File: src/design/akvt_pkg.sv
package akvt_pkg;

  localparam int unsigned MAX_VALUE_BYTES = 255;
  localparam int unsigned MAX_LINE_BYTES  = 2047;
  localparam int unsigned VLEN_W = $clog2(MAX_VALUE_BYTES + 1);
  localparam int unsigned LLEN_W = $clog2(MAX_LINE_BYTES + 1);

  localparam int unsigned NKEYS  = 10;
  localparam int unsigned KLEN_W = 4;

  localparam int unsigned QDEPTH = 4;
  localparam int unsigned QAW    = $clog2(QDEPTH);
  localparam int unsigned QCW    = $clog2(QDEPTH + 1);

  localparam logic [7:0] CH_NL    = 8'd10;
  localparam logic [7:0] CH_TAB   = 8'd9;
  localparam logic [7:0] CH_CR    = 8'd13;
  localparam logic [7:0] CH_SPACE = 8'd32;
  localparam logic [7:0] CH_DQ    = 8'd34;
  localparam logic [7:0] CH_SQ    = 8'd39;
  localparam logic [7:0] CH_EQ    = 8'd61;

  localparam logic [1:0] KIND_BYTE  = 2'd0;
  localparam logic [1:0] KIND_VEND  = 2'd1;
  localparam logic [1:0] KIND_EVENT = 2'd2;

  typedef enum logic [2:0] {
    PH_SKIP     = 3'd0,
    PH_KEY      = 3'd1,
    PH_TOKSKIP  = 3'd2,
    PH_VSTART   = 3'd3,
    PH_UNQUOTED = 3'd4,
    PH_QUOTED   = 3'd5
  } phase_t;

  typedef struct packed {
    logic [1:0] kind;
    logic [2:0] key_class;
    logic [7:0] value_byte;
    logic       last;
  } res_t;

  // key text, first character in the top byte
  localparam logic [NKEYS-1:0][63:0] KEY_TEXT = {
    {"GID", 40'h0}, {"gid", 40'h0}, {"UID", 40'h0}, {"uid", 40'h0},
    {"AUID", 32'h0}, {"auid", 32'h0}, {"success", 8'h0},
    {"key", 40'h0}, {"exe", 40'h0}, {"type", 32'h0}
  };

  localparam logic [NKEYS-1:0][KLEN_W-1:0] KEY_LEN = {
    4'd3, 4'd3, 4'd3, 4'd3, 4'd4, 4'd4, 4'd7, 4'd3, 4'd3, 4'd4
  };

  localparam logic [NKEYS-1:0][2:0] KEY_CLS = {
    3'd6, 3'd6, 3'd5, 3'd5, 3'd4, 3'd4, 3'd3, 3'd2, 3'd1, 3'd0
  };

  function automatic logic [7:0] key_char(input int unsigned k, input logic [2:0] idx);
    logic [63:0] w;
    w = KEY_TEXT[k];
    return w[63 - 8 * idx -: 8];
  endfunction

  function automatic logic is_blank(input logic [7:0] c);
    return (c == CH_SPACE) || (c == CH_TAB) || (c == CH_CR);
  endfunction

endpackage

File: src/design/audit_key_value_tokenizer.sv
// Channel   Direction  Handshake              Payload
// in_       input      in_valid / in_ready    in_text_byte[7:0], in_buffer_end
// out_      output     out_valid / out_ready  out_kind[1:0], out_key_class[2:0],
//                                             out_value_byte[7:0], out_last
//
// Each byte is parsed in the cycle it is accepted; its zero to three result
// words enter a four-word result queue and leave one per cycle while out_ready is high.
// One byte per cycle while each byte yields at most one word and out_ready is high;
// a byte that yields more words holds the input while the single output port drains them.
// in_ready is high while the queue holds at most one word, so a stall on the
// output side backs up to the input.
// Synchronous active-low reset clears the parse state and empties the queue.
module audit_key_value_tokenizer (
  input  logic       clk,
  input  logic       rst_n,
  input  logic       in_valid,
  output logic       in_ready,
  input  logic [7:0] in_text_byte,
  input  logic       in_buffer_end,
  output logic       out_valid,
  input  logic       out_ready,
  output logic [1:0] out_kind,
  output logic [2:0] out_key_class,
  output logic [7:0] out_value_byte,
  output logic       out_last
);
  import akvt_pkg::*;

  phase_t                  phase_r, phase_nxt, phase_h;
  logic [NKEYS-1:0]        match_r, match_nxt, match_h;
  logic [KLEN_W-1:0]       klen_r, klen_nxt, klen_h;
  logic                    quote_sq_r, quote_sq_nxt, quote_sq_h;
  logic [VLEN_W-1:0]       vlen_r, vlen_nxt, vlen_h;
  logic [2:0]              cls_r, cls_nxt, cls_h;
  logic                    rec_r, rec_nxt, rec_h;
  logic                    nonblank_r, nonblank_nxt, nonblank_h;
  logic [LLEN_W-1:0]       llen_r, llen_nxt, llen_h;

  res_t                    q_r [QDEPTH];
  logic [QAW-1:0]          wr_ptr_r, wr_ptr_nxt, rd_ptr_r, rd_ptr_nxt;
  logic [QCW-1:0]          count_r, count_nxt;

  logic                    accept, pop;
  logic [7:0]              c;
  logic                    is_nl, blank, is_quote, close, hb_active;
  logic [7:0]              close_q;
  logic                    hb_vbyte, hb_vend, key_fin, key_feed, key_begin;
  logic                    rec_fin;
  logic [2:0]              cls_fin;
  logic [NKEYS-1:0]        feed_base, feed_bits;
  logic [KLEN_W-1:0]       feed_len;
  logic                    emit0, emit1, emit2;
  res_t                    res [3];
  logic [1:0]              n_res;

  assign accept    = in_valid && in_ready;
  assign pop       = out_valid && out_ready;
  assign in_ready  = count_r <= QCW'(QDEPTH - 3);
  assign out_valid = count_r != '0;

  assign out_kind       = q_r[rd_ptr_r].kind;
  assign out_key_class  = q_r[rd_ptr_r].key_class;
  assign out_value_byte = q_r[rd_ptr_r].value_byte;
  assign out_last       = q_r[rd_ptr_r].last;

  assign c         = in_text_byte;
  assign is_nl     = c == CH_NL;
  assign blank     = is_blank(c);
  assign is_quote  = c inside {CH_DQ, CH_SQ};
  assign close     = is_nl || in_buffer_end;
  assign hb_active = !is_nl && (llen_r < LLEN_W'(MAX_LINE_BYTES));
  assign close_q   = quote_sq_r ? CH_SQ : CH_DQ;

  assign hb_vend = hb_active && (
      (phase_r == PH_VSTART && !is_quote && blank) ||
      (phase_r == PH_UNQUOTED && blank) ||
      (phase_r == PH_QUOTED && c == close_q));
  assign hb_vbyte = hb_active && (
      (phase_r == PH_VSTART && !is_quote && !blank) ||
      (phase_r == PH_UNQUOTED && !blank) ||
      (phase_r == PH_QUOTED && c != close_q));
  assign key_fin   = hb_active && phase_r == PH_KEY && c == CH_EQ;
  assign key_begin = hb_active && phase_r == PH_SKIP && !blank && c != CH_EQ;
  assign key_feed  = key_begin || (hb_active && phase_r == PH_KEY && c != CH_EQ);

  assign feed_base = key_begin ? '1 : match_r;
  assign feed_len  = key_begin ? '0 : klen_r;

  always_comb begin
    for (int k = 0; k < NKEYS; k++) begin
      feed_bits[k] = feed_base[k] && (feed_len < KEY_LEN[k]) &&
                     (key_char(k, feed_len[2:0]) == c);
    end
  end

  always_comb begin
    rec_fin = 1'b0;
    cls_fin = '0;
    for (int k = 0; k < NKEYS; k++) begin
      if (match_r[k] && klen_r == KEY_LEN[k]) begin
        rec_fin = 1'b1;
        cls_fin = KEY_CLS[k];
      end
    end
  end

  // state after the byte itself, before any line close
  always_comb begin
    phase_h    = phase_r;
    quote_sq_h = quote_sq_r;
    if (hb_active) begin
      case (phase_r)
        PH_SKIP: begin
          if (!blank) phase_h = (c == CH_EQ) ? PH_TOKSKIP : PH_KEY;
        end
        PH_KEY: begin
          if (c == CH_EQ) phase_h = PH_VSTART;
        end
        PH_TOKSKIP: begin
          if (blank) phase_h = PH_SKIP;
        end
        PH_VSTART: begin
          if (is_quote) begin
            phase_h    = PH_QUOTED;
            quote_sq_h = c == CH_SQ;
          end else if (blank) begin
            phase_h = PH_SKIP;
          end else begin
            phase_h = PH_UNQUOTED;
          end
        end
        PH_UNQUOTED: begin
          if (blank) phase_h = PH_SKIP;
        end
        PH_QUOTED: begin
          if (c == close_q) phase_h = PH_SKIP;
        end
        default: phase_h = PH_SKIP;
      endcase
    end
  end

  always_comb begin
    match_h = key_feed ? feed_bits : match_r;
    if (key_feed) klen_h = (feed_len == '1) ? feed_len : feed_len + 1'b1;
    else          klen_h = klen_r;
    if (key_fin || hb_vend)                               vlen_h = '0;
    else if (hb_vbyte && vlen_r < VLEN_W'(MAX_VALUE_BYTES)) vlen_h = vlen_r + 1'b1;
    else                                                  vlen_h = vlen_r;
    rec_h      = key_fin ? rec_fin : (hb_vend ? 1'b0 : rec_r);
    cls_h      = key_fin ? cls_fin : cls_r;
    nonblank_h = nonblank_r || (hb_active && !blank);
    llen_h     = hb_active ? llen_r + 1'b1 : llen_r;
  end

  always_comb begin
    if (close) begin
      phase_nxt    = PH_SKIP;
      match_nxt    = '1;
      klen_nxt     = '0;
      quote_sq_nxt = 1'b0;
      vlen_nxt     = '0;
      cls_nxt      = '0;
      rec_nxt      = 1'b0;
      nonblank_nxt = 1'b0;
      llen_nxt     = '0;
    end else begin
      phase_nxt    = phase_h;
      match_nxt    = match_h;
      klen_nxt     = klen_h;
      quote_sq_nxt = quote_sq_h;
      vlen_nxt     = vlen_h;
      cls_nxt      = cls_h;
      rec_nxt      = rec_h;
      nonblank_nxt = nonblank_h;
      llen_nxt     = llen_h;
    end
  end

  // result words for the byte
  assign emit0 = rec_r && ((hb_vbyte && vlen_r < VLEN_W'(MAX_VALUE_BYTES)) || hb_vend);
  assign emit1 = close && rec_h && (phase_h inside {PH_VSTART, PH_UNQUOTED, PH_QUOTED});
  assign emit2 = close && nonblank_h;

  always_comb begin
    for (int i = 0; i < 3; i++) res[i] = '0;
    n_res = '0;
    if (emit0) begin
      res[n_res].kind       = hb_vend ? KIND_VEND : KIND_BYTE;
      res[n_res].key_class  = cls_r;
      res[n_res].value_byte = hb_vend ? 8'd0 : c;
      n_res = n_res + 1'b1;
    end
    if (emit1) begin
      res[n_res].kind      = KIND_VEND;
      res[n_res].key_class = cls_h;
      n_res = n_res + 1'b1;
    end
    if (emit2) begin
      res[n_res].kind = KIND_EVENT;
      n_res = n_res + 1'b1;
    end
    if (n_res != '0) res[n_res - 1'b1].last = 1'b1;
  end

  always_comb begin
    wr_ptr_nxt = wr_ptr_r;
    count_nxt  = count_r;
    if (accept) begin
      wr_ptr_nxt = wr_ptr_r + QAW'(n_res);
      count_nxt  = count_r + QCW'(n_res);
    end
    if (pop) count_nxt = count_nxt - 1'b1;
    rd_ptr_nxt = pop ? rd_ptr_r + 1'b1 : rd_ptr_r;
  end

  always_ff @(posedge clk) begin
    if (!rst_n) begin
      phase_r    <= PH_SKIP;
      match_r    <= '1;
      klen_r     <= '0;
      quote_sq_r <= 1'b0;
      vlen_r     <= '0;
      cls_r      <= '0;
      rec_r      <= 1'b0;
      nonblank_r <= 1'b0;
      llen_r     <= '0;
      wr_ptr_r   <= '0;
      rd_ptr_r   <= '0;
      count_r    <= '0;
    end else begin
      if (accept) begin
        phase_r    <= phase_nxt;
        match_r    <= match_nxt;
        klen_r     <= klen_nxt;
        quote_sq_r <= quote_sq_nxt;
        vlen_r     <= vlen_nxt;
        cls_r      <= cls_nxt;
        rec_r      <= rec_nxt;
        nonblank_r <= nonblank_nxt;
        llen_r     <= llen_nxt;
      end
      wr_ptr_r <= wr_ptr_nxt;
      rd_ptr_r <= rd_ptr_nxt;
      count_r  <= count_nxt;
    end
  end

  always_ff @(posedge clk) begin
    if (accept) begin
      for (int i = 0; i < 3; i++) begin
        if (i < int'(n_res)) q_r[wr_ptr_r + QAW'(i)] <= res[i];
      end
    end
  end

`ifndef SYNTHESIS
  a_count_bound : assert property (@(posedge clk) disable iff (!rst_n)
    count_r <= QCW'(QDEPTH))
    else $error("result queue overfilled");

  a_vlen_bound : assert property (@(posedge clk) disable iff (!rst_n)
    vlen_r <= VLEN_W'(MAX_VALUE_BYTES))
    else $error("value length past limit");

  a_close_resets : assert property (@(posedge clk) disable iff (!rst_n)
    accept && close |=> phase_r == PH_SKIP && llen_r == '0 && !nonblank_r)
    else $error("line close left parse state");

  a_event_queued : assert property (@(posedge clk) disable iff (!rst_n)
    accept && is_nl && nonblank_r |=> out_valid)
    else $error("line event not queued");
`endif

endmodule
File: config.mk
export PLATFORM = sky130hd
export DESIGN_NAME = audit_key_value_tokenizer
export DESIGN_NICKNAME = d
export VERILOG_FILES = /design/src/design/akvt_pkg.sv /design/src/design/audit_key_value_tokenizer.sv
export SDC_FILE = /design/constraint.sdc
export NUM_CORES = 1
export LEC_CHECK = 0
export BUFFER_PORTS_ARGS = -buffer_cell sky130_fd_sc_hd__buf_4
export CAP_MARGIN = 10
export CORE_MARGIN = 3
export CORE_UTILIZATION = 55
export CTS_CLUSTER_DIAMETER = 80
export DETAILED_ROUTE_END_ITERATION = 8
export GPL_TIMING_DRIVEN = 1
export PLACE_DENSITY = 0.7
export SYNTH_ARGS = -nofsm -noshare
export SYNTH_HDL_FRONTEND = slang
export SYNTH_SLANG_ARGS = --single-unit
File: constraint.sdc
create_clock -name clk -period 7.5 [get_ports clk]
set_clock_uncertainty 0.05 [all_clocks]
set_input_delay 1.5 -clock clk [delete_from_list [all_inputs] [get_ports clk]]
set_output_delay 1.5 -clock clk [all_outputs]
set_load 0.01 [all_outputs]
==> key figures <==
Critical path
  – Critical path class: input port to flip-flop
  – Crit path from: in_text_byte[4]
  – CP Cell Sequence: buf_4, nor4b_4, and2_1, nor2_1, a41o_1, or2_4, nor3_1, o21ai_0, ha_1, a211oi_1, a32oi_2, inv_2, ha_1, fa_1, a21oi_1, ha_1, nand2_1, xnor2_1, nor2_1
  – Highest-delay cell along the critical path: nor4b_4
  – Crit path largest cell delay: 520 ps
  – Critical Path Start Type: input port
  – Worst Path Max Fanout: 17
  – Worst Path Required: 7670 ps
  – Worst R2R Start: klen_r[2]
  – CP most frequent cell: ha_1
  – CP Buf/Inv Count: 2
  – CP Capture Type: flip-flop
  – Critical path arrival: 6020 ps
  – Crit-path leading delay family: simple AND/OR/NAND/NOR gates

Floorplanning
  – Core Region: 11600 um2
  – Die area: 13500 um2
  – DIE WIDTH: 116 um
  – Io pins: 29
  – Num rows: 39
  – Initial core utilization: 57.4%
  – Die Span Y: 116 um

Power and ir drop
  – Cell Pwr Density: 241 nW/um2
  – Worst ir drop on vdd: 0.000113 V
  – Clk network pwr share: 29.6%
  – Net Sw Frac: 33.2%
  – Switch Pwr: 578 uW
  – Int Power: 1160 uW
  – Comb power frac: 26.8%
  – Leak: 0.00259 uW
  – Flop pwr share: 43.6%

Global routing
  – Pin count of the biggest net entering global routing: 24
  – Grt ovf: 0
  – First-pass GRT wire length: 27300 um
  – Vias in the first global route: 5341
  – GRT Util Overall: 25.8%
  – Antenna violations before repair: 0

STA
  – Pin slew with the least headroom to its limit: 1080 ps
  – Final setup vio count: 0
  – Unrepaired setup endpoints after global routing: false
  – Final min period: 5850 ps
  – Slew Limit Headroom: 27.4%
  – Final Hold Fails: 0
  – Setup TNS Final: 0 ps
  – Period utilization: 77.9%
  – Max Slew Vio Count: 0
  – Maximum clock rate: 171 MHz

Synthesis
  – Net Count, Synth: 773
  – EDFF count, synth: 56
  – Unique masters post-synth: 87
  – Post-synth top flop: edfxtp_1
  – Ys Warns: 0
  – Post-synth top area cell: edfxtp_1
  – Synthesized area per cell: 8.96 um2
  – FF+latch count, synth: 107
  – Largest cells by area after synthesis: edfxtp_1 (25%), dfxtp_1 (15%), nor2_1 (6.2%)
  – Sequential-to-total area share from yosys stat: 40.5%
  – Async SR Flop Fraction: 0%
  – Mapped Area: 6670 um2
  – Post-Syn Instances: 744
  – Area share of the largest cell type after synthesis: 25.2%

Drt
  – Post-route ant nets: 0
  – Routed vias/inst: 6.39
  – Metal3 WL: 1000 um
  – TritonRoute pass-1 iters: 5
  – Via count: 5690
  – DR top layer: met4
  – Detail Route met2 WL: 7590 um
  – Iteration-0 DRC Markers: 467
  – DRT met1 WL: 7600 um
  – WL per Instance: 18.5 um
  – WL final: 16500 um
  – Residual DRC: 0

Job
  – Max-cap viol count: 0

Layout
  – Non-filler instance count after layout: 891
  – P&R area growth vs syn: 8.41%
  – # diodes: 0
  – Layout cell share with drive strength beyond 1: 12.4%
  – Final net count: 772

Clock tree
  – Quantity of gates resized following cts: 0
  – Post-CTS Repair Setup Buffers: 0
  – Hold-fix buffers, CTS: 0
  – Buffer type at the clock tree root: clkbuf_16
  – H-tree levels: 3
  – Clock sink count: 107
  – Clk_lat worst skew: 360 ps
  – Clock slew at reported path FFs: 80 ps
  – TritonCTS buffer count: 9
  – CTS tree: yes
  – Clock tree buffer depth: 2

Placement
  – HPWL after detailed placement: 11800 um
  – RD Place Congestion: 0.942
  – Number of instances in the placed design: 875
  – # port buffers: 28

Hold path
  – Worst Hold Class: flip-flop to flip-flop
  – Min-delay src: llen_r[9]

Status
  – Status: finished, final reports clean
tightest hold or removal path: cells and delay by family (launching register included):
| kind | cells | cell delay [ps] |
|---|---|---|
| DFF | 1 | 320 |
| AOI/OAI and AO/OA | 2 | 130 |
worst paths after layout:
check / end / slack, ps / depth (start not counted)
setup / recovery: count_r[2] / 1650 / 19
hold / removal: llen_r[9] / 440 / 2
setup reg to reg: count_r[2] / 2380 / 18
hold reg to reg: llen_r[9] / 440 / 2
metrics by stage:
step | power [uW] | worst slack [ps] | hold slack, ps | instance area, um2 | utilization (%)
floorplan | 1080 | 1600 | 408 | 6670 | -
finish | 1740 | 1650 | 441 | 7230 | 62.2
global placement | 1230 | 1530 | 421 | 6890 | 59.4
CTS | 1750 | 1690 | 446 | 7230 | 62.2
detailed placement | 1240 | 1330 | 434 | 6890 | 59.4
global route | 1830 | 1250 | 481 | 7230 | 62.2
metal layers:
layer  vias to the layer above  GRT usage [%]
met3                        26           4.09
met2                       213           40.6
met5                         -              0
li1                       2732              -
met1                      2719           36.2
met4                         0           9.51
cell usage after synthesis (all sizes together) (3+ instances only):
cell type and instances:
and3b 3, ha 15, o211ai 8, nand3 30, and3 8, or3 12
a211oi 6, or2 4, nor2 111, a31oi 10, a22oi 6, and2 9
a2111oi 4, a21oi 49, clkbuf 29, nand2b 6, nor3 23, a311oi 3
nor4 8, nand2 66, nand4 15, nand3b 9, o32ai 3, and4 4
o21ai 43, nor2b 4, mux4 14, xor2 15, edfxtp 56, buf 18
o31ai 15, mux2i 7, nor4b 5, inv 26, dfxtp 51, xnor2 14
power by group through the flow:
stage / Clock [uW] / Combinational, uW / Sequential, uW
6_report: 515 / 467 / 758
5_1_grt: 548 / 514 / 770
4_1_cts: 526 / 468 / 758
3_5_place_dp: 0 / 466 / 771
3_3_place_gp: 0 / 460 / 768
2_1_floorplan: 0 / 353 / 722
state kept, by name, summed over array words and instances (netlist names), named ones only:
| signal | flops |
|---|---|
| cls_r | 3 |
| count_r | 3 |
| klen_r | 4 |
| llen_r | 11 |
| match_r | 10 |
| nonblank_r | 1 |
| phase_r | 3 |
| q_r | 56 |
| quote_sq_r | 1 |
| rd_ptr_r | 2 |
| rec_r | 1 |
| vlen_r | 8 |
| wr_ptr_r | 2 |
area by class of cell:
class / instances / area [um2]
multi-input combinational: 564 / 3650
tap: 143 / 179
inverter: 26 / 100
fill: 978 / 4390
clock buffer: 9 / 225
timing repair buffer: 35 / 263
sequential: 107 / 2700
clock inverter: 7 / 108
cells by family after synthesis:
| group | synth area share [%] |
|---|---|
| AO/OA/AOI/OAI | 16.3 |
| XOR/XNOR | 3.81 |
| adder cells (fa/ha/maj) | 3.42 |
| buffers and inverters | 4.79 |
| flip-flops | 40.5 |
| multiplexers | 5.78 |
| AND/OR/NAND/NOR | 25.4 |
cell usage in the layout, fill, tap and decap left out, drive strengths merged, types with 15 or more instances in the layout:
cell / Yosys / layout
nand2: 66 / 66
nand3: 30 / 30
a21oi: 49 / 49
dfxtp: 51 / 51
o31ai: 15 / 15
ha: 15 / 15
nor3: 23 / 23
buf: 18 / 35
inv: 26 / 27
nand4: 15 / 15
xor2: 15 / 15
o21ai: 43 / 43
edfxtp: 56 / 56
nor2: 111 / 111
Note: power is estimated with default switching activity, not from simulation.
